==> config.mk <==
export PLATFORM = sky130hd
export DESIGN_NAME = orm_ctrl
export DESIGN_NICKNAME = d
export VERILOG_FILES = /design/src/rtl/core/orm_pkg.sv /design/src/rtl/core/orm_ctrl.sv
export SDC_FILE = /design/constraint.sdc
export NUM_CORES = 1
export LEC_CHECK = 0
export BUFFER_PORTS_ARGS = -buffer_cell sky130_fd_sc_hd__buf_2
export CORE_AREA = 2 2 39 41
export CTS_CLUSTER_DIAMETER = 50
export DETAILED_ROUTE_END_ITERATION = 10
export DIE_AREA = 0 0 41 43
export GPL_TIMING_DRIVEN = 1
export SLEW_MARGIN = 20
export SYNTH_ARGS = -nofsm -noshare
export SYNTH_HDL_FRONTEND = slang
export SYNTH_SLANG_ARGS = --single-unit
==> constraint.sdc <==
create_clock -name clk -period 3.2 [get_ports clk]
set_input_delay 0.16 -clock clk [delete_from_list [all_inputs] [get_ports clk]]
set_output_delay 0.16 -clock clk [all_outputs]
set_load 0.005 [all_outputs]
==> src/rtl/core/orm_pkg.sv <==
// orm_pkg: shared types, codes and defaults for the orientation rotate/mirror buffer
// no dependencies; imported by the interfaces, controller, datapath and top level

package orm_pkg;

    // parameter defaults
    localparam int MAX_WIDTH_DEF  = 256;
    localparam int MAX_HEIGHT_DEF = 256;
    localparam int PIXEL_BITS_DEF = 32;

    // fixed field widths
    localparam int PIXEL_W  = 32;
    localparam int STATUS_W = 2;
    localparam int ORIENT_W = 4;
    localparam int SIZE_W   = 9;
    localparam int CFG_IDX_W = 2;

    // command codes of the request word
    localparam logic CMD_PUSH = 1'b0;
    localparam logic CMD_PULL = 1'b1;

    // register indexes
    localparam logic [CFG_IDX_W-1:0] CFG_ORIENTATION  = 2'd0;
    localparam logic [CFG_IDX_W-1:0] CFG_IMAGE_WIDTH  = 2'd1;
    localparam logic [CFG_IDX_W-1:0] CFG_IMAGE_HEIGHT = 2'd2;

    // orientation codes
    localparam logic [ORIENT_W-1:0] ORIENT_UP            = 4'd1;
    localparam logic [ORIENT_W-1:0] ORIENT_UP_MIRRORED   = 4'd2;
    localparam logic [ORIENT_W-1:0] ORIENT_BOTTOM        = 4'd3;
    localparam logic [ORIENT_W-1:0] ORIENT_BOTTOM_MIRROR = 4'd4;
    localparam logic [ORIENT_W-1:0] ORIENT_LEFT_MIRRORED = 4'd5;
    localparam logic [ORIENT_W-1:0] ORIENT_RIGHT         = 4'd6;
    localparam logic [ORIENT_W-1:0] ORIENT_RIGHT_MIRROR  = 4'd7;
    localparam logic [ORIENT_W-1:0] ORIENT_LEFT          = 4'd8;

    // reset values of the registers
    localparam logic [SIZE_W-1:0] SIZE_RESET = 9'd256;

    typedef enum logic [STATUS_W-1:0] {
        STATUS_OK        = 2'd0,
        STATUS_NOT_READY = 2'd1,
        STATUS_ERROR     = 2'd2
    } status_t;

    // controller to datapath
    typedef struct packed {
        logic    load_item;
        logic    push_write;
        logic    set_result;
        status_t result_code;
        logic    calc_addr;
        logic    load_pixel;
    } orm_cmd_t;

    // datapath to controller, valid while an item is held
    typedef struct packed {
        logic is_pull;
        logic err;
        logic not_ready;
    } orm_stat_t;

endpackage

==> src/rtl/core/orm_ctrl.sv <==
// orm_ctrl: sequencer for one word at a time (decide, address, read, present)
// depends on orm_pkg for command and status structs

module orm_ctrl
    import orm_pkg::*;
(
    input  logic      clk,
    input  logic      rst_n,
    input  logic      in_valid,
    output logic      in_ready,
    output logic      out_valid,
    input  logic      out_ready,
    input  orm_stat_t stat,
    output orm_cmd_t  cmd
);

    typedef enum logic [2:0] {
        S_IDLE,
        S_DECIDE,
        S_ADDR,
        S_READ,
        S_OUT
    } state_t;

    state_t state_reg, state_next;
    logic   in_ready_reg, out_valid_reg;

    always_comb
    begin
        state_next      = state_reg;
        cmd             = '0;
        cmd.result_code = STATUS_OK;
        case (state_reg)
            S_IDLE:
            begin
                if (in_valid && in_ready_reg)
                begin
                    cmd.load_item = 1'b1;
                    state_next    = S_DECIDE;
                end
            end
            S_DECIDE:
            begin
                if (stat.err)
                begin
                    cmd.set_result  = 1'b1;
                    cmd.result_code = STATUS_ERROR;
                    state_next      = S_OUT;
                end
                else if (!stat.is_pull)
                begin
                    cmd.push_write  = 1'b1;
                    cmd.set_result  = 1'b1;
                    cmd.result_code = STATUS_OK;
                    state_next      = S_OUT;
                end
                else if (stat.not_ready)
                begin
                    cmd.set_result  = 1'b1;
                    cmd.result_code = STATUS_NOT_READY;
                    state_next      = S_OUT;
                end
                else
                begin
                    cmd.calc_addr = 1'b1;
                    state_next    = S_ADDR;
                end
            end
            S_ADDR:
            begin
                state_next = S_READ;
            end
            S_READ:
            begin
                cmd.load_pixel = 1'b1;
                state_next     = S_OUT;
            end
            S_OUT:
            begin
                if (out_ready)
                begin
                    state_next = S_IDLE;
                end
            end
            default:
            begin
                state_next = S_IDLE;
            end
        endcase
    end

    always_ff @(posedge clk or negedge rst_n)
    begin
        if (!rst_n)
        begin
            state_reg     <= S_IDLE;
            in_ready_reg  <= 1'b0;
            out_valid_reg <= 1'b0;
        end
        else
        begin
            state_reg     <= state_next;
            in_ready_reg  <= (state_next == S_IDLE);
            out_valid_reg <= (state_next == S_OUT);
        end
    end

    assign in_ready  = in_ready_reg;
    assign out_valid = out_valid_reg;

endmodule

* Yosys cells after proc, flatten, opt, wreduce, memory -nomap -nowiden *
Cells that the tools add are included.

word-level totals
  word-level logic and storage cells = 29
  bits in registers = 5
  output and inout bits = 9
  input port bits = 7

cells by class
  reduce and logical (&&, ||, !) cells = 3
  mux-type cells = 18
  equal/unequal tests = 5

operators with widths
  operator            number
  $mux 3              8
  $pmux 3 s5          1
  $mux 1              8
  $eq 3x2->1 const B  2
  $eq 3x3->1 const B  2
  $logic_not 3->1     2
  $mux 5              1
  $eq 3x1->1 const B  1
  $logic_and 1x1->1   1

* Depth between registers and ports, before layout *
  depth in word-level cells = 5
  mapped depth = 2
  mapped depth without buffers = 2

* Least setup slack after synthesis *
OpenSTA, ideal clock, no wires.

  kind = reg2out
  start = reg state_reg[1]
  end = out cmd[1] (netlist bit)
  cell stages (with the launch flop) = 3
  arrival time = 1.060 ns
  buffers on the path = 0
  required time = 3.040 ns
  path slack = 1.980 ns
  cells stage by stage = dfrtp_1 > or4b_1 > nor2_1

RTL lines
  what                    RTL line         text
  from (decl)             orm_ctrl.sv:25   state_t state_reg, state_next;
  from (signal assigned)  orm_ctrl.sv:102  state_reg <= state_next;
  to (decl)               orm_ctrl.sv:14   output orm_cmd_t cmd

==> impl_metrics.csv <==
group,metric,value,unit
clock_network,cts_tree,"built",
critical_path,path_class,"reg -> out",
pwr,power_leakage,0.2045,nW
run_status,status,"completed",
critical_path,crit_buf_inv,1,
global_routing,track_usage,0.07932,
critical_path,r2r_start,"state_reg[1]",
die,core_area,0.001384,sq mm
die,die_h,43,um
critical_path,rr_endpoint,"in_ready",
layout,drive_above_1_share,0.3673,
sta,grt_setup_unrepaired,"no",
sta,max_slew_margin,0.7750,
min_path,holdCritPathClass,"in -> reg",
clock_network,insertion_delay,0.24,ns
placement,gp_congestion,0.7196,
logic_synthesis,ys_seq_area_frac,0.4608,
detailed_routing,drc_errors,0,
placement,port_buffers,15,
detailed_routing,ant_nets,0,
detailed_routing,drt-initial-drc-count,4,
logic_synthesis,synth-seq-cells,5,
die,rows,14,
critical_path,cp-endpoint,"cmd[2]",
detailed_routing,wl_per_cell,9.662,um
critical_path,crit_required,3.04,ns
sta,hold_viol,0,
clock_network,ctsRootBufferMaster,"clkbuf_4",
clock_network,htree_levels,1,
sta,slew_viol_final,0,
sta,setup_viol,0,
detailed_routing,via_per_inst,4.231,
critical_path,cp_slowest_cell,"or3b_1",
clock_network,cts_buffers,3,
sta,fin_crit_sh,0.5030,
logic_synthesis,synth_common_cells,"dfrtp_1 (5), nor2_1 (5)",
critical_path,startpoint,"state_reg[1]",
logic_synthesis,syn-cell-area,271.5,sq um
placement,dp_hpwl,523.6,um
critical_path,crit_chain,"or3b_1, nor3_1, buf_2",
die,die-width,41,um
global_routing,grt_pass1_wl,883,um
global_routing,grt_max_degree,9,
critical_path,endpoint_kind,"output pin",
die,die_area,0.001763,sq mm
logic_synthesis,yosysTopAreaCell,"dfrtp_1",
detailed_routing,dr.pass1.iters,5,
critical_path,cp_max_fo,8,
layout,syn_to_final_growth,48.39,%
sta,tns,0,ns
sta,fin_crit,1.609,ns
global_routing,grt_pass1_vias,234,
logic_synthesis,synth_edf_count,0,
global_routing,antenna_found_initial,0,
sta,hold_ws,0.2506,ns
sta,fmax,621.3,MHz
clock_network,clockBufferDepth,2,
logic_synthesis,synthFlopType,"dfrtp_1",
critical_path,startpoint_type,"flop",
detailed_routing,vias,275,
logic_synthesis,ys_async_sr_fraction,1.000,
pwr,ir_drop,0.3109,mV
critical_path,path_delay_family,"simple AND/OR/NAND/NOR gates",
global_routing,grt-ovfl-total,0,
sta,clock_skew,0.002087,ns
flow_run,drv_cap,0,
pwr,p_per_area,762.1,mW/mm^2
detailed_routing,wl,628,um
logic_synthesis,synth_top_area_share,0.4608,
clock_network,clock_sinks,5,
die,start_util,0.1962,
logic_synthesis,syn_nets,36,
logic_synthesis,synth_cell_type_count,16,
layout,largest_reg_flops,3,
layout,fin_nets,57,
critical_path,r2r_setup_slack,1.91,ns
logic_synthesis,syn_inst,29,
clock_network,clkTransAtPathRegs,0.04,ns
logic_synthesis,synth.top_cells.by_area,"dfrtp_1 (46%), or4b_1 (7.4%), nor2_1 (6.9%)",
sta,tightest_slew,0.3329,ns
logic_synthesis,yosys_warnings,0,
logic_synthesis,synth.avg_cell_area,9.362,sq um
critical_path,r2r_cells,2,
critical_path,critical_path_depth,3,
critical_path,max_stage_delay,0.45,ns
layout,insertedDiodeCount,0,
critical_path,worstPathArrival,1.45,ns
die,io_pins,16,
==> stage by stage <==
stage                     total power [mW]  instances  utilization  setup slack, ns  instance area, sq um
after floorplan                     0.1851         29            -            1.980                 271.5
after global placement              0.2339         60       0.2649            1.864                 366.6
after detailed placement            0.2378         60       0.2649            1.851                 366.6
after CTS                           0.3135         65       0.2911            1.586                 402.9
after global routing                0.3347         65       0.2911            1.498                 402.9
final                               0.3071         65       0.2911            1.591                 402.9
==> area by class of cell <==
cell class	instances	area, sq um
Clock buffer	4	26.28
Timing Repair Buffer	16	85.08
Tap cell	16	20.02
Multi-Input combinational cell	22	138.9
Inverter	2	7.507
Sequential cell	5	125.1
Fill cell	156	980.9
==> cell usage in the layout (no fill, tap or decap) <==
cell type       n
nor3_1          2
dfrtp_1         5
nand2_1         1
o211a_1         1
clkbuf_1        1
o21bai_1        1
or3b_1          1
nand4bb_1       1
o22ai_1         1
inv_1           2
or2b_1          1
or4b_1          2
dlygate4sd3_1   1
nor2_1          5
a21oi_1         2
buf_2          15
nor4b_1         1
nand2b_1        1
o21ai_0         2
clkbuf_4        3
==> metal layers <==
layer / track usage / part of all wire
met1: 0.08039 / 0.45
met2: 0.1219 / 0.47
met3: 0.06283 / 0.076
met4: 0.02000 / 0
met5: 0 / 0
==> tightest hold or removal path, delay by kind of cell <==
kind                   cells  cell delay [ns]
buffers and inverters      1             0.10
AND/OR/NAND/NOR            1             0.06
AO/OA/AOI/OAI              1             0.13
==> power breakdown <==
group / internal [mW] / switching [mW]
clock: 0.0471 / 0.0249
combinational: 0.0628 / 0.0546
sequential: 0.0909 / 0.0268
total: 0.201 / 0.106
==> kinds of logic after synthesis <==
family,Yosys count,synth area share
simple gates,15,0.3503
compound gates,7,0.1613
flops,5,0.4608
buf+inv,2,0.02766
==> how the worst min path moves through the flow <==
stage                       start            to  slack (ns)  cells past startpoint
after floorplan             rst_n      in_ready       -0.14                      0
after global placement      rst_n     out_valid       -0.02                      1
after detailed placement    rst_n  state_reg[2]       -0.01                      1
after CTS                 stat[0]  state_reg[2]        0.25                      3
after global routing        rst_n  state_reg[2]        0.27                      2
final                     stat[0]  state_reg[2]        0.25                      3
==> timing repair <==
item,4_1_cts,5_1_grt
gates resized for setup,0,0
hold buffers,1,0
setup buffers,0,0
endpoints found under the hold margin,5,0
Power figures use the tool's default switching activity.
